[src/mrle_pkg.sv]
// ============================================================================
// mrle_pkg
// Shared types and constants of the mixed run-length scanline decoder.
// ============================================================================
package mrle_pkg;

    localparam int COL_W  = 16;
    localparam int BYTE_W = 8;
    localparam int CFG_W  = 16;
    localparam int IDX_W  = 2;

    // register indexes
    localparam logic [IDX_W-1:0] REG_COLUMNS     = 2'd0;
    localparam logic [IDX_W-1:0] REG_LAYOUT      = 2'd1;
    localparam logic [IDX_W-1:0] REG_RGB_CODED   = 2'd2;
    localparam logic [IDX_W-1:0] REG_ALPHA_CODED = 2'd3;

    // pixel layouts
    localparam logic [1:0] LAYOUT_RGB   = 2'd0;
    localparam logic [1:0] LAYOUT_RGBA  = 2'd1;
    localparam logic [1:0] LAYOUT_SPLIT = 2'd2;

    // result targets
    localparam logic [1:0] TGT_COLOR = 2'd0;
    localparam logic [1:0] TGT_ALPHA = 2'd1;
    localparam logic [1:0] TGT_BOTH  = 2'd2;

    localparam logic [BYTE_W-1:0] COUNT_ESCAPE = 8'd128;
    localparam logic [COL_W-1:0]  REP_BIAS     = 16'd127;

    typedef enum logic [2:0] {
        PH_COUNT = 3'd0,
        PH_HIGH  = 3'd1,
        PH_LOW   = 3'd2,
        PH_LIT   = 3'd3,
        PH_REP   = 3'd4
    } phase_t;

    typedef struct packed {
        logic [COL_W-1:0] columns;
        logic [1:0]       pixel_layout;
        logic             rgb_compressed;
        logic             alpha_compressed;
    } cfg_t;

    typedef struct packed {
        logic [COL_W-1:0]  column;
        logic [COL_W-1:0]  pixel_count;
        logic [BYTE_W-1:0] red;
        logic [BYTE_W-1:0] green;
        logic [BYTE_W-1:0] blue;
        logic [BYTE_W-1:0] alpha;
        logic [1:0]        target;
        logic              row_end;
        logic              overrun;
    } res_t;

endpackage

[src/mrle_cfg_regs.sv]
// ============================================================================
// mrle_cfg_regs
// Configuration register file: row width, pixel layout, pass coding flags.
// ============================================================================
module mrle_cfg_regs (
    input  logic                          aclk,
    input  logic                          aresetn,
    input  logic                          cfg_wr_en,
    input  logic [mrle_pkg::IDX_W-1:0]    cfg_index,
    input  logic [mrle_pkg::CFG_W-1:0]    cfg_wdata,
    output mrle_pkg::cfg_t                cfg
);
    import mrle_pkg::*;

    cfg_t cfg_reg;
    cfg_t cfg_next;

    always_comb begin
        cfg_next = cfg_reg;
        if (cfg_wr_en) begin
            unique case (cfg_index)
                REG_COLUMNS:     cfg_next.columns          = cfg_wdata[COL_W-1:0];
                REG_LAYOUT:      cfg_next.pixel_layout     = cfg_wdata[1:0];
                REG_RGB_CODED:   cfg_next.rgb_compressed   = cfg_wdata[0];
                REG_ALPHA_CODED: cfg_next.alpha_compressed = cfg_wdata[0];
                default: ;
            endcase
        end
    end

    always_ff @(posedge aclk) begin
        if (!aresetn) begin
            cfg_reg.columns          <= 16'd1;
            cfg_reg.pixel_layout     <= LAYOUT_RGB;
            cfg_reg.rgb_compressed   <= 1'b1;
            cfg_reg.alpha_compressed <= 1'b1;
        end else begin
            cfg_reg <= cfg_next;
        end
    end

    assign cfg = cfg_reg;

endmodule

[src/mrle_core.sv]
// ============================================================================
// mrle_core
// Per-byte decode step: phase tracking, run checks, pixel assembly and
// column bookkeeping. One byte is consumed per enabled cycle.
// ============================================================================
module mrle_core (
    input  logic                          aclk,
    input  logic                          aresetn,
    input  mrle_pkg::cfg_t                cfg,
    input  logic                          step_en,
    input  logic [mrle_pkg::BYTE_W-1:0]   data_byte,
    output logic                          res_valid,
    output mrle_pkg::res_t                res
);
    import mrle_pkg::*;

    phase_t             phase_reg,      phase_next;
    logic [COL_W-1:0]   cur_col_reg,    cur_col_next;
    logic [BYTE_W-1:0]  lit_left_reg,   lit_left_next;
    logic [COL_W-1:0]   rep_cnt_reg,    rep_cnt_next;
    logic [1:0]         comp_idx_reg,   comp_idx_next;
    logic [23:0]        held_reg,       held_next;
    logic               alpha_pass_reg, alpha_pass_next;
    logic               halted_reg,     halted_next;

    logic               alpha_act;
    logic               coded;
    logic [1:0]         pass_tgt;
    logic [2:0]         pix_size;
    logic [COL_W-1:0]   chk_len;
    logic [COL_W:0]     chk_sum;
    logic               run_over;

    logic               pixel;
    logic               raw_start;
    logic               lit_mode;
    logic [1:0]         ci_eff;
    logic [BYTE_W-1:0]  lit_eff;
    logic [BYTE_W-1:0]  lit_dec;
    logic [COL_W-1:0]   run_len;
    logic [COL_W:0]     end_sum;

    assign alpha_act = alpha_pass_reg && (cfg.pixel_layout == LAYOUT_SPLIT);
    assign coded     = alpha_act ? cfg.alpha_compressed : cfg.rgb_compressed;
    assign pass_tgt  = alpha_act ? TGT_ALPHA :
                       (cfg.pixel_layout == LAYOUT_RGBA) ? TGT_BOTH : TGT_COLOR;
    assign pix_size  = alpha_act ? 3'd1 :
                       (cfg.pixel_layout == LAYOUT_RGBA) ? 3'd4 : 3'd3;

    // length of the run whose bound is checked this byte
    always_comb begin
        case (phase_reg)
            PH_LOW: chk_len = {rep_cnt_reg[15:8], data_byte};
            default: begin
                if (!coded) begin
                    chk_len = 16'd1;
                end else if (data_byte < COUNT_ESCAPE) begin
                    chk_len = {8'h00, data_byte} + 16'd1;
                end else begin
                    chk_len = {8'h00, data_byte} - REP_BIAS;
                end
            end
        endcase
    end

    assign chk_sum  = {1'b0, cur_col_reg} + {1'b0, chk_len};
    assign run_over = chk_sum > {1'b0, cfg.columns};

    always_comb begin
        phase_next      = phase_reg;
        cur_col_next    = cur_col_reg;
        lit_left_next   = lit_left_reg;
        rep_cnt_next    = rep_cnt_reg;
        comp_idx_next   = comp_idx_reg;
        held_next       = held_reg;
        alpha_pass_next = alpha_pass_reg;
        halted_next     = halted_reg;
        res_valid       = 1'b0;
        res             = '0;
        res.target      = pass_tgt;
        pixel           = 1'b0;
        raw_start       = 1'b0;
        lit_mode        = 1'b0;
        ci_eff          = comp_idx_reg;
        lit_eff         = lit_left_reg;
        lit_dec         = '0;
        run_len         = '0;
        end_sum         = '0;

        if (step_en && !halted_reg) begin
            unique case (phase_reg)
                PH_HIGH: begin
                    rep_cnt_next = {data_byte, 8'h00};
                    phase_next   = PH_LOW;
                end
                PH_LOW: begin
                    rep_cnt_next = chk_len;
                    if (run_over) begin
                        res_valid   = 1'b1;
                        res.column  = cur_col_reg;
                        res.overrun = 1'b1;
                        halted_next = 1'b1;
                    end else begin
                        phase_next    = PH_REP;
                        comp_idx_next = '0;
                    end
                end
                PH_LIT, PH_REP: begin
                    pixel = 1'b1;
                end
                default: begin
                    phase_next = PH_COUNT;
                    if (coded && data_byte == COUNT_ESCAPE) begin
                        phase_next    = PH_HIGH;
                        comp_idx_next = '0;
                    end else if (run_over) begin
                        res_valid   = 1'b1;
                        res.column  = cur_col_reg;
                        res.overrun = 1'b1;
                        halted_next = 1'b1;
                    end else if (coded) begin
                        comp_idx_next = '0;
                        if (data_byte < COUNT_ESCAPE) begin
                            lit_left_next = chk_len[BYTE_W-1:0];
                            phase_next    = PH_LIT;
                        end else begin
                            rep_cnt_next = chk_len;
                            phase_next   = PH_REP;
                        end
                    end else begin
                        raw_start     = 1'b1;
                        pixel         = 1'b1;
                        lit_left_next = 8'd1;
                        phase_next    = PH_LIT;
                    end
                end
            endcase

            if (pixel) begin
                ci_eff   = raw_start ? 2'd0 : comp_idx_reg;
                lit_eff  = raw_start ? 8'd1 : lit_left_reg;
                lit_mode = raw_start || (phase_reg == PH_LIT);
                if (({1'b0, ci_eff} + 3'd1) < pix_size) begin
                    case (ci_eff)
                        2'd0:    held_next[23:16] = data_byte;
                        2'd1:    held_next[15:8]  = data_byte;
                        2'd2:    held_next[7:0]   = data_byte;
                        default: ;
                    endcase
                    comp_idx_next = ci_eff + 2'd1;
                end else begin
                    comp_idx_next = '0;
                    if (lit_mode) begin
                        run_len       = 16'd1;
                        lit_dec       = lit_eff - 8'd1;
                        lit_left_next = lit_dec;
                        phase_next    = (lit_dec == '0) ? PH_COUNT : PH_LIT;
                    end else begin
                        run_len    = rep_cnt_reg;
                        phase_next = PH_COUNT;
                    end
                    if (run_len != '0) begin
                        end_sum         = {1'b0, cur_col_reg} + {1'b0, run_len};
                        cur_col_next    = end_sum[COL_W-1:0];
                        res_valid       = 1'b1;
                        res.column      = cur_col_reg;
                        res.pixel_count = run_len;
                        if (alpha_act) begin
                            res.alpha = data_byte;
                        end else if (pix_size == 3'd4) begin
                            res.red   = held_reg[23:16];
                            res.green = held_reg[15:8];
                            res.blue  = held_reg[7:0];
                            res.alpha = data_byte;
                        end else begin
                            res.red   = held_reg[23:16];
                            res.green = held_reg[15:8];
                            res.blue  = data_byte;
                        end
                        if (end_sum == {1'b0, cfg.columns}) begin
                            cur_col_next  = '0;
                            lit_left_next = '0;
                            phase_next    = PH_COUNT;
                            if (cfg.pixel_layout == LAYOUT_SPLIT && !alpha_pass_reg) begin
                                alpha_pass_next = 1'b1;
                            end else begin
                                alpha_pass_next = 1'b0;
                                res.row_end     = 1'b1;
                            end
                        end
                    end
                end
            end
        end
    end

    always_ff @(posedge aclk) begin
        if (!aresetn) begin
            phase_reg      <= PH_COUNT;
            cur_col_reg    <= '0;
            lit_left_reg   <= '0;
            rep_cnt_reg    <= '0;
            comp_idx_reg   <= '0;
            held_reg       <= '0;
            alpha_pass_reg <= 1'b0;
            halted_reg     <= 1'b0;
        end else begin
            phase_reg      <= phase_next;
            cur_col_reg    <= cur_col_next;
            lit_left_reg   <= lit_left_next;
            rep_cnt_reg    <= rep_cnt_next;
            comp_idx_reg   <= comp_idx_next;
            held_reg       <= held_next;
            alpha_pass_reg <= alpha_pass_next;
            halted_reg     <= halted_next;
        end
    end

endmodule

[src/mixed_rle_scanline_decoder.sv]
// ============================================================================
// mixed_rle_scanline_decoder
// Byte-stream decoder for RGB / RGBA / split-alpha scanlines, raw or mixed
// run-length coded, reporting one run word per decoded pixel run.
// ============================================================================
// Usage:
//   s_ channel: one encoded byte per word. m_ channel: one run word
//   (column, length, components, target, row_end, overrun).
//   An accepted byte waits in the input register and is decoded from there;
//   its run word, if any, is then registered in the output register.
//   One byte per cycle while no held word stalls the decode step, which is
//   combinational between the input register and the output register.
//   Count bytes, escape bytes, partial pixels and zero-length runs produce
//   no word, unless a run length overruns the row (overrun word).
//   When m_ready is low with a word held, the input register still takes
//   one more byte; further bytes wait until the word is taken.
//   An overrun word halts decoding; bytes are then accepted and dropped
//   until reset.
//   Reset (aresetn low, synchronous) empties both registers and returns
//   the configuration and decode state to their defaults.
//   Configuration writes (cfg_wr_en) take effect at once; issue them only
//   while the block is idle.
// ============================================================================
module mixed_rle_scanline_decoder (
    input  logic                          aclk,
    input  logic                          aresetn,
    input  logic                          cfg_wr_en,
    input  logic [mrle_pkg::IDX_W-1:0]    cfg_index,
    input  logic [mrle_pkg::CFG_W-1:0]    cfg_wdata,
    input  logic                          s_valid,
    output logic                          s_ready,
    input  logic [mrle_pkg::BYTE_W-1:0]   s_data_byte,
    output logic                          m_valid,
    input  logic                          m_ready,
    output logic [mrle_pkg::COL_W-1:0]    m_column,
    output logic [mrle_pkg::COL_W-1:0]    m_pixel_count,
    output logic [mrle_pkg::BYTE_W-1:0]   m_red,
    output logic [mrle_pkg::BYTE_W-1:0]   m_green,
    output logic [mrle_pkg::BYTE_W-1:0]   m_blue,
    output logic [mrle_pkg::BYTE_W-1:0]   m_alpha,
    output logic [1:0]                    m_target,
    output logic                          m_row_end,
    output logic                          m_overrun
);
    import mrle_pkg::*;

    cfg_t              cfg;
    logic              in_valid_reg,  in_valid_next;
    logic [BYTE_W-1:0] in_byte_reg,   in_byte_next;
    logic              out_valid_reg, out_valid_next;
    res_t              out_res_reg,   out_res_next;
    logic              advance;
    logic              res_valid;
    res_t              res;

    mrle_cfg_regs u_cfg (
        .aclk      (aclk),
        .aresetn   (aresetn),
        .cfg_wr_en (cfg_wr_en),
        .cfg_index (cfg_index),
        .cfg_wdata (cfg_wdata),
        .cfg       (cfg)
    );

    mrle_core u_core (
        .aclk      (aclk),
        .aresetn   (aresetn),
        .cfg       (cfg),
        .step_en   (advance),
        .data_byte (in_byte_reg),
        .res_valid (res_valid),
        .res       (res)
    );

    assign advance = in_valid_reg && (!out_valid_reg || m_ready);
    assign s_ready = !in_valid_reg || advance;

    always_comb begin
        in_valid_next  = in_valid_reg;
        in_byte_next   = in_byte_reg;
        out_valid_next = out_valid_reg;
        out_res_next   = out_res_reg;
        if (s_valid && s_ready) begin
            in_valid_next = 1'b1;
            in_byte_next  = s_data_byte;
        end else if (advance) begin
            in_valid_next = 1'b0;
        end
        if (advance && res_valid) begin
            out_valid_next = 1'b1;
            out_res_next   = res;
        end else if (m_ready) begin
            out_valid_next = 1'b0;
        end
    end

    always_ff @(posedge aclk) begin
        if (!aresetn) begin
            in_valid_reg  <= 1'b0;
            out_valid_reg <= 1'b0;
        end else begin
            in_valid_reg  <= in_valid_next;
            out_valid_reg <= out_valid_next;
        end
    end

    always_ff @(posedge aclk) begin
        in_byte_reg <= in_byte_next;
        out_res_reg <= out_res_next;
    end

    assign m_valid       = out_valid_reg;
    assign m_column      = out_res_reg.column;
    assign m_pixel_count = out_res_reg.pixel_count;
    assign m_red         = out_res_reg.red;
    assign m_green       = out_res_reg.green;
    assign m_blue        = out_res_reg.blue;
    assign m_alpha       = out_res_reg.alpha;
    assign m_target      = out_res_reg.target;
    assign m_row_end     = out_res_reg.row_end;
    assign m_overrun     = out_res_reg.overrun;

endmodule

[config.mk]
export PLATFORM = sky130hd
export DESIGN_NAME = mixed_rle_scanline_decoder
export DESIGN_NICKNAME = d
export VERILOG_FILES = /design/src/mrle_pkg.sv /design/src/mrle_cfg_regs.sv /design/src/mrle_core.sv /design/src/mixed_rle_scanline_decoder.sv
export SDC_FILE = /design/constraint.sdc
export NUM_CORES = 1
export LEC_CHECK = 0
export BUFFER_PORTS_ARGS = -buffer_cell sky130_fd_sc_hd__buf_2
export CORE_UTILIZATION = 50
export CTS_BUF_LIST = sky130_fd_sc_hd__clkbuf_8
export CTS_CLUSTER_DIAMETER = 100
export DETAILED_ROUTE_END_ITERATION = 16
export MAX_ROUTING_LAYER = met4
export PLACE_DENSITY = 0.69
export SYNTH_ARGS = -nofsm -noshare
export SYNTH_HDL_FRONTEND = slang
export SYNTH_SLANG_ARGS = --single-unit
[constraint.sdc]
create_clock -name aclk -period 14 [get_ports aclk]
set_input_delay 2.1 -clock aclk [delete_from_list [all_inputs] [get_ports aclk]]
set_output_delay 2.1 -clock aclk [all_outputs]
set_load 0.02 [all_outputs]
After elaboration in Yosys (flattened, before gate mapping). Index checks and enable logic that the tools add are counted.

Memory bits (read-only): 0. Input bits: 31. Memories: 0. Flip-flop bits (word level): 169. Output and inout bits: 70. Latch bits: 0. RAM bits: 0.

Equality and inequality tests: 21. Divide/modulo/power cells: 0. Order comparisons: 3. Shifts and indexed selects: 0. Reductions and logical operators: 41. Multipliers: 0. Add/sub/neg operators: 7. Bitwise gates (word level): 7. Mux-type cells: 81.

Operators by type and width (number): $mux W16 (14); $mux W64 (3); $mux W8 (14); $pmux W16 S3 (1); $mux W3 (12); $add A16 B16 Y17 (2); $pmux W16 S2 (1); $mux W24 (1); $mux W1 (21); $mux W2 (9); $eq A17 B16 Y1 (1); $gt A17 B16 Y1 (1); $reduce_and A4 Y1 (4); $reduce_bool A16 Y1 (1); $ne A3 B3 Y1 const B (5); $reduce_and A5 Y1 (2); $reduce_or A5 Y1 (2); $add A8 B1 Y9 const B (1); $pmux W3 S3 (1); $sub A8 B7 Y9 const B (1); $eq A2 B2 Y1 const B (4); $eq A8 B8 Y1 const B (1); $logic_not A8 Y1 (1); $lt A8 B8 Y1 const B (1); 26 further kinds (56).

Longest topological paths before layout. Gate-level depths: netlist (run 1).

Depth in word-level cells: 24. Gate-level depth with buffers: 40. Gate-level depth less buffers: 34.

Modules after synthesis. Synthesis (run 1) repeated with hierarchy kept, for this count alone.

Cells, all modules: 1312. Area, all modules: 11064.4 sq um.

By module, submodules not included: mrle_core (sequential area each 1421.4 sq um, cells an instance 1136, instances 1, area each 7833.8 sq um); mixed_rle_scanline_decoder (sequential area each 2322.2 sq um, cells an instance 89, instances 1, area each 2394.8 sq um); mrle_cfg_regs (sequential area each 400.4 sq um, cells an instance 87, instances 1, area each 835.8 sq um).

Worst setup path after synthesis (run 1). No wires, ideal clock.

Path type: reg-to-reg. Start: register u_core.phase_reg[2]. End: register out_res_reg, in the netlist m_alpha[0] (enable). Path buffers: 5. Slack: 5.711 ns. Clock period less this slack: 8.289 ns. Setup time: 0.422 ns. Cell stages (with the launch flop): 36. Data arrival time: 7.867 ns. Path through: dfxtp_1 -> clkbuf_1 -> nand2b_1 -> nand2b_1 -> nand2_1 -> o22ai_1 -> ha_1 -> a21o_1 -> a21o_1 -> a21o_1 -> a21oi_1 -> o21ai_0 -> a21boi_0 -> o21ai_0 -> a21oi_1 -> xnor2_1 -> ha_1 -> nand4_1 -> or3_1 -> a31oi_1 -> o31ai_1 -> nand2_1 -> clkbuf_1 -> clkbuf_1 -> nand2_1 -> ha_1 -> inv_1 -> ha_1 -> o21a_1 -> nor2_1 -> or2_1 -> buf_6 -> nor4b_2 -> nor2_1 -> buf_1 -> inv_1.

Cells in the longest elaborated chain, start to end: 19.

Ends and longest elaborated chain: from (decl) (line mrle_core.sv:17) `phase_t phase_reg, phase_next;`; from (signal assigned) (line mrle_core.sv:208) `phase_reg <= phase_next;`; $eq A3 B2 Y1 (line mrle_core.sv:52, mrle_core.sv:91); $mux W16 (line mrle_core.sv:52) `case (phase_reg)`; $add A16 B16 Y17 (line mrle_core.sv:66) `assign chk_sum = {1'b0, cur_col_reg} + {1'b0, chk_len};`; $gt A17 B16 Y1 (line mrle_core.sv:67) `assign run_over = chk_sum > {1'b0, cfg.columns};`; $mux W1 (line mrle_core.sv:116) `end else if (run_over) begin`; $mux W1 (line mrle_core.sv:113) `if (coded && data_byte == COUNT_ESCAPE) begin`; $mux W1 (line mrle_core.sv:91) `unique case (phase_reg)`; $mux W1 (line mrle_core.sv:90) `if (step_en && !halted_reg) begin`; [3 not listed]; $mux W16 (line mrle_core.sv:139) `if (pixel) begin`; $mux W16 (line mrle_core.sv:90); $reduce_bool A16 Y1 (line mrle_core.sv:162) `if (run_len != '0) begin`; $mux W1 (line mrle_core.sv:162); $mux W1 (line mrle_core.sv:143) `if (({1'b0, ci_eff} + 3'd1) < pix_size) begin`; $mux W1 * (line mrle_core.sv:139); $mux W1 * (line mrle_core.sv:90); $logic_and A1 B1 Y1 * (line mixed_rle_scanline_decoder.sv:89) `if (advance && res_valid) begin`; to (signal assigned) (line mixed_rle_scanline_decoder.sv:109) `out_res_reg <= out_res_next;`; to (decl) (line mixed_rle_scanline_decoder.sv:51) `res_t out_res_reg, out_res_next;`.

Mark *: on every way between the ends. The rest lies on a longest branch, timed or not. The select of a mux whose other input is x is not followed. A chain may end at the register's enable or synchronous reset.

Final worst setup path (run 1).
Start: register u_core.phase_reg[2]. End: register u_core.lit_left_reg[3].

Cells in the longest elaborated chain, start to end: 19.

Ends and longest elaborated chain: $eq A3 B2 Y1 (line mrle_core.sv:52, mrle_core.sv:91); $mux W16 (line mrle_core.sv:52); $add A16 B16 Y17 (line mrle_core.sv:66); $gt A17 B16 Y1 (line mrle_core.sv:67); $mux W1 (line mrle_core.sv:116); $mux W1 (line mrle_core.sv:113); $mux W1 (line mrle_core.sv:91); $mux W1 (line mrle_core.sv:90); [3 not listed]; $mux W16 (line mrle_core.sv:139); $mux W16 (line mrle_core.sv:90); $add A16 B16 Y17 (line mrle_core.sv:163) `end_sum = {1'b0, cur_col_reg} + {1'b0, run_len};`; $eq A17 B16 Y1 (line mrle_core.sv:180) `if (end_sum == {1'b0, cfg.columns}) begin`; $mux W8 (line mrle_core.sv:180); $mux W8 (line mrle_core.sv:162); $mux W8 (line mrle_core.sv:143); $mux W8 * (line mrle_core.sv:139); to (signal assigned) (line mrle_core.sv:210) `lit_left_reg <= lit_left_next;`; to (decl) (line mrle_core.sv:19) `logic [BYTE_W-1:0] lit_left_reg, lit_left_next;`.

Marks and branches as above.

==> results.cfg, run 1 <==
[outcome]
status = completed

[synth]
syn_nets = 1165
netlist_area_mm2 = 0.0100
synth.avg_cell_area_um2 = 9.36
postSynthCellCount = 1072
ys_seq_area_share_pct = 41.3
synth_area_leaders = edfxtp_1 23%, dfxtp_1 19%, ha_1 7.5%
synthArstFlopShare_pct = 0
yosysWarnings = 0
synth_top_cell_by_area = edfxtp_1
synth_flop_cell = dfxtp_1
ys_ff_latch = 169
synth.top_cell.area_share_pct = 22.7
synth_edf_count = 76
synth.distinct_cells = 75

[layout]
area_growth_pct = 10.3
register_area_mm2 = 0.00414
instances_no_fill = 1413
fin_area_mm2 = 0.0111
multi_input_area_mm2 = 0.00547
largest_reg_flops = 24
drive_above_1_share_pct = 13.3
fillers = 1818
fin_nets = 1227

[run]
maxCapViolations = 0

[setup_path]
critPathMaxStageDelay_ps = 720
cp.arrival_ps = 9810
critical_path.max_fanout = 25
required_ps = 14360
r2r_end = u_core.lit_left_reg[3]
slowest_stage = dfxtp_1
cp-start-kind = flop
r2r-start = u_core.phase_reg[2]
path_class = flop to flop
r2r_slack_ps = 4550
cp-end-kind = flop
reg2regPathDepth = 33

[clocking]
clk_pin_slew_ps = 100
clockBufferDepth = 2
numCtsBuffers = 17
cts_tree = done
cts-hold-fix-buffers = 0
insertion_delay_ps = 470
cts_max_level = 4
postCtsSetupRepairBufs = 0
cts_num_sinks = 169
cts-root-buf = clkbuf_8
cts_resized = 0

[worst_hold_path]
hold_end = u_cfg.cfg[17]
hp-class = flop to flop
hold_path_depth = 2
min_from = u_cfg.cfg[17]

[floorplan]
rows = 51
die_x_um = 144
num_io_pins = 101
die_area_mm2 = 0.0206
core_mm2 = 0.0196
initial_core_util_pct = 51.2
chipHeight_um = 144

[grt]
antenna_found_initial = 1
grt.total_usage_pct = 26.7
use_met2_pct = 39.8
grt_max_degree = 89
met1_usage_pct = 37.3
grtUsageMet3_pct = 4.07
grt.busiest_layer = met2
grt_pass1_vias = 7450
overflow = 0
grt_first_pass_wirelength_um = 40600

[place]
placed_area_mm2 = 0.0107
dp_hpwl_um = 18600
io_buffers = 100
place.gp.congestion = 0.962
place_ws_ps = 4750
numPlacedInstances = 1380

[timing]
finalSetupViolations = 0
fin_skew_ps = 19.7
rsz0062_at_grt = false
worst_pin_slew_ps = 1230
slew_viol_final = 0
hold_viol_final = 0
relSlewSlack_pct = 17.5
fin_crit_sh_pct = 67.5
worst_slack_ps = 4550
period_minus_slack_ps = 9450
fmax_ghz = 0.106
whs_ps = 471
final.setup.tns_ps = 0

[power]
p_leak_nw = 4.90
power_density_mw_per_mm2 = 102
peakVddDrop_uv = 54.2

[routing]
drc = 0
wl_per_cell_um = 18.0
ant_nets = 0
via_count = 8135
drt-total-wl_um = 25400
dr.pass1.iters = 5
avgViaCountPerCell = 5.76
drt_iter0_markers = 569
layout by cell type (no fill, tap or decap), drive strengths merged, types with 25 or more instances in the layout:
cell type	synthesis	final
and3	59	59
inv	46	52
ha	60	60
edfxtp	76	76
xnor2	25	25
nand2	120	120
buf	9	106
o21ai	34	34
dfxtp	93	93
nor2	50	50
nor2b	53	53
a21oi	53	53
a21boi	39	39
mux2i	40	40
through the flow:
step | util (%) | total power [W]
final | 56.5 | 0.00113
after global routing | 56.5 | 0.00118
after CTS | 56.5 | 0.00113
after detailed placement | 54.5 | 0.000789
after global placement | 54.5 | 0.000787
after floorplan | - | 0.000725
logic make-up after synthesis:
kind of cell               count (synthesis)  share of synthesized area, %
xor gates and xnor gates                  44                          4.39
muxes                                     42                          4.25
AOI/OAI and AO/OA                        229                          15.6
DFF                                      169                          41.3
buffers and inverters                    110                          4.30
and+or+nand+nor                          415                          22.2
adders and majority gates                 63                          7.98
metal layers:
layer / vias up / wire length [um]
met4: 0 / 403
met2: 281 / 11200
li1: 3979 / -
met5: - / 0
met1: 3848 / 12200
met3: 27 / 1680
power breakdown:
| part | internal, W | switching [W] |
|---|---|---|
| Clock | 0.000133 | 0.000213 |
| Sequential | 0.000541 | 0.0000226 |
| Combinational | 0.0000812 | 0.000136 |
| Total | 0.000756 | 0.000371 |
critical path, delay by kind of cell (launching register included):
family	cells	cell delay, ps
simple gates	10	3420
flops	1	720
fa+ha+maj	4	1340
compound gates	13	2770
buf+inv	3	500
mux	1	120
xor+xnor	2	460
cells in the mapped netlist (3+ instances only):
cell type,n
dfxtp_1,93
xnor3_1,4
nand2_1,120
or3_1,16
and3_1,59
or4_1,4
buf_2,3
nor3b_1,5
o31ai_1,6
a221o_1,6
a32o_1,5
o21ai_1,3
inv_1,46
nand2b_1,10
a21boi_0,29
nor2b_1,53
and3b_1,3
nand3_1,17
o21ai_0,31
a22o_1,4
ha_1,60
or2_2,4
and4_1,3
a31oi_1,8
xnor2_1,25
o22ai_1,6
buf_1,4
a21boi_1,10
a211oi_1,11
xor2_1,15
nor4_1,9
mux2i_1,40
o211ai_1,7
o21a_1,9
and2_1,14
nand3b_1,12
clkbuf_1,54
a21o_1,15
nor3_1,13
edfxtp_1,76
nor2_1,50
nand4_1,12
a21oi_1,53
o211a_1,9
how the worst max path moves through the flow:
| stage | start | endpoint | slack, ps | cells past startpoint |
|---|---|---|---|---|
| after floorplan | u_core.phase_reg[2] | m_alpha[0] | 5710 | 35 |
| after global placement | u_core.phase_reg[2] | u_core.lit_left_reg[4] | 5020 | 32 |
| after detailed placement | u_core.phase_reg[2] | u_core.lit_left_reg[3] | 4750 | 33 |
| after CTS | u_core.phase_reg[2] | u_core.lit_left_reg[3] | 4680 | 33 |
| after global routing | u_core.phase_reg[2] | u_core.lit_left_reg[4] | 3690 | 32 |
| final | u_core.phase_reg[2] | u_core.lit_left_reg[3] | 4550 | 33 |
area by class of cell:
class	count	area share, %
Tap cell	265	3.00
Inverter	47	1.59
Clock inverter	15	1.44
Antenna cell	1	0.0226
Sequential cell	169	37.5
Multi-Input combinational cell	793	49.4
Timing Repair Buffer	106	4.93
Clock buffer	17	2.11
(Power assumes the default switching activity.)
==> inputs of run 2 (changes only) <==
Settings changed: ABC_AREA from default to 1, PLACE_DENSITY 0.69 to 0.72.
Clock period 14 ns to 7.9 ns, I/O delays scaled along.
==> results.cfg, run 2 <==
[setup_path]
cp-end-kind = flop
cp_common_cell = nand2_1
path_buf_inv = 3
critPathTopFamily = simple AND/OR/NAND/NOR gates
r2r_slack_ps = 550
cp-start-kind = flop
slowest_stage = edfxtp_1
critPathMaxStageDelay_ps = 430
cp.arrival_ps = 7710
required_ps = 8260
path_class = flop to flop
critical_path.max_fanout = 11

[synth]
syn_nets = 1288
synth_area_leaders = edfxtp_1 23%, dfxtp_1 19%, ha_1 7.7%
yosysMostFrequentCell = nand2_1
netlist_area_mm2 = 0.00974
synth.distinct_cells = 52
synth_top_cell_by_area = edfxtp_1
yosysWarnings = 0
synth.avg_cell_area_um2 = 8.15
synth_flop_cell = dfxtp_1
ys_seq_area_share_pct = 42.6
synth_edf_count = 76
synth.top_cell.area_share_pct = 23.4
synthArstFlopShare_pct = 0
postSynthCellCount = 1195
ys_ff_latch = 169
ys_top_cells_by_count = 192 x nand2_1, 175 x inv_1, 127 x a21oi_1

[power]
switchingPower_w = 0.000774
peakVddDrop_uv = 106
p_leak_nw = 4.88
power_density_mw_per_mm2 = 198
sw_frac_of_total_pct = 35.3
clkPwrFrac_pct = 29.2
internal-power_w = 0.00142
p_seq_share_pct = 45.6
p_comb_share_pct = 25.2
p_total_w = 0.00219

[clocking]
cts_max_level = 4
cts-hold-fix-buffers = 0
cts_num_sinks = 169
cts_tree = done
clockBufferDepth = 2
numCtsBuffers = 17
insertion_delay_ps = 490
clk_pin_slew_ps = 100
cts-root-buf = clkbuf_8

[timing]
rsz0062_at_grt = false
fin_crit_sh_pct = 93.0
fin_skew_ps = 11.8
finalSetupViolations = 0
period_minus_slack_ps = 7350
relSlewSlack_pct = 36.0
slew_viol_final = 0
worst_slack_ps = 549
fmax_ghz = 0.136
worst_pin_slew_ps = 957
hold_viol_final = 0
final.setup.tns_ps = 0

[layout]
multi_input_area_mm2 = 0.00481
drive_above_1_share_pct = 17.4
antennaDiodeCount = 0
fin_area_mm2 = 0.0111
final_cell_mix = 189 x nand2_1, 175 x inv_1, 125 x a21oi_1
largest_reg_flops = 24
fillers = 1741
final_common_cell = nand2_1
fin_nets = 1388
area_growth_pct = 13.7
register_area_mm2 = 0.00414
finish.utilization_pct = 58.6

[floorplan]
initial_core_util_pct = 51.5
die_x_um = 142
core_mm2 = 0.0189
rows = 50
die_area_mm2 = 0.0200
chipHeight_um = 142
num_io_pins = 101

[place]
placed_area_mm2 = 0.0105
place.gp.congestion = 0.985
io_buffers = 100
place_ws_ps = 327
dp_hpwl_um = 19000

[grt]
grt.total_usage_pct = 26.5
grt_pass1_vias = 7439
antenna_found_initial = 0
grt_first_pass_wirelength_um = 39400
overflow = 0
grt_max_degree = 73

[routing]
drt-total-wl_um = 25400
via_count = 8328
avgViaCountPerCell = 5.31
drt_iter0_markers = 776
ant_nets = 0
dr.pass1.iters = 5
wl_per_cell_um = 16.2
drc = 0

[worst_hold_path]
hp-class = flop to flop

[run]
maxCapViolations = 0

[outcome]
status = completed
## run 2: cell count changes after synthesis, sizes merged, moves of 18 or more
cell,previous run,this run
inv,46,180
a21oi,53,131
nand2,120,198
nor2,50,110
and3,59,1
nor2b,53,0
o21ai,34,87
mux2i,40,0
a21boi,39,0
nand3,17,48
a211oi,11,41
clkbuf,54,24
nor3,14,34
xnor2,25,7
## run 2: repair_timing
action                     in CTS  in global routing
resized for setup               0                 25
buffers inserted                0                  5
setup endpoints to repair       0                 34
## run 2: area by class of cell
| type | instances | area share (%) |
|---|---|---|
| clock inverter | 15 | 1.63 |
| sequential | 169 | 37.4 |
| inverter | 185 | 6.29 |
| timing repair buffer | 122 | 6.13 |
| clock buffer | 17 | 2.11 |
| tap | 260 | 2.94 |
| multi-input combinational | 800 | 43.5 |
## run 2: metrics by stage
| step | std cells | hold slack, ps |
|---|---|---|
| 3_3_place_gp | 1530 | 456 |
| 6_report | 1568 | 481 |
| 5_1_grt | 1568 | 498 |
| 4_1_cts | 1562 | 475 |
| 3_5_place_dp | 1530 | 461 |
| 2_1_floorplan | 1195 | 435 |
## run 2: per-layer routing
| metal | part of all wire, % | vias up | track usage [%] |
|---|---|---|---|
| met1 | 48 | 3874 | 36.2 |
| met3 | 4.7 | 31 | 4.72 |
| met2 | 46 | 219 | 40.3 |
| li1 | - | 4204 | - |
| met4 | 1.5 | 0 | 7.58 |
| met5 | 0 | - | - |
## run 2: cell families after synthesis
logic type / after synthesis / synth area share (%)
buf+inv: 227 / 9.29
flops: 169 / 42.6
xor+xnor: 40 / 3.82
fa+ha+maj: 62 / 8.12
compound gates: 283 / 17.1
simple gates: 414 / 19.1
## run 2: final timing paths
kind              depth (start not counted)                endpoint              startpoint
setup / recovery                         47   u_core.alpha_pass_reg          in_byte_reg[2]
hold / removal                            2  u_core.lit_left_reg[0]  u_core.lit_left_reg[0]
setup reg to reg                         47   u_core.alpha_pass_reg          in_byte_reg[2]
hold reg to reg                           2  u_core.lit_left_reg[0]  u_core.lit_left_reg[0]
## run 2: worst register-to-register path, delay by kind of cell, from the launching register on
family,cells,cell delay (ps)
AO/OA/AOI/OAI,8,1260
XOR/XNOR,1,160
adder cells (fa/ha/maj),3,950
buffers and inverters,3,610
flip-flops,1,430
AND/OR/NAND/NOR,32,3810
## run 2: power groups by stage
stage	Sequential (W)	Clock, W	Combinational (W)
after floorplan	0.00105	0	0.000347
after CTS	0.000999	0.000651	0.000523
after detailed placement	0.00102	0	0.000520
after global routing	0.00100	0.000686	0.000608
after global placement	0.00102	0	0.000514
final	0.000999	0.000640	0.000551
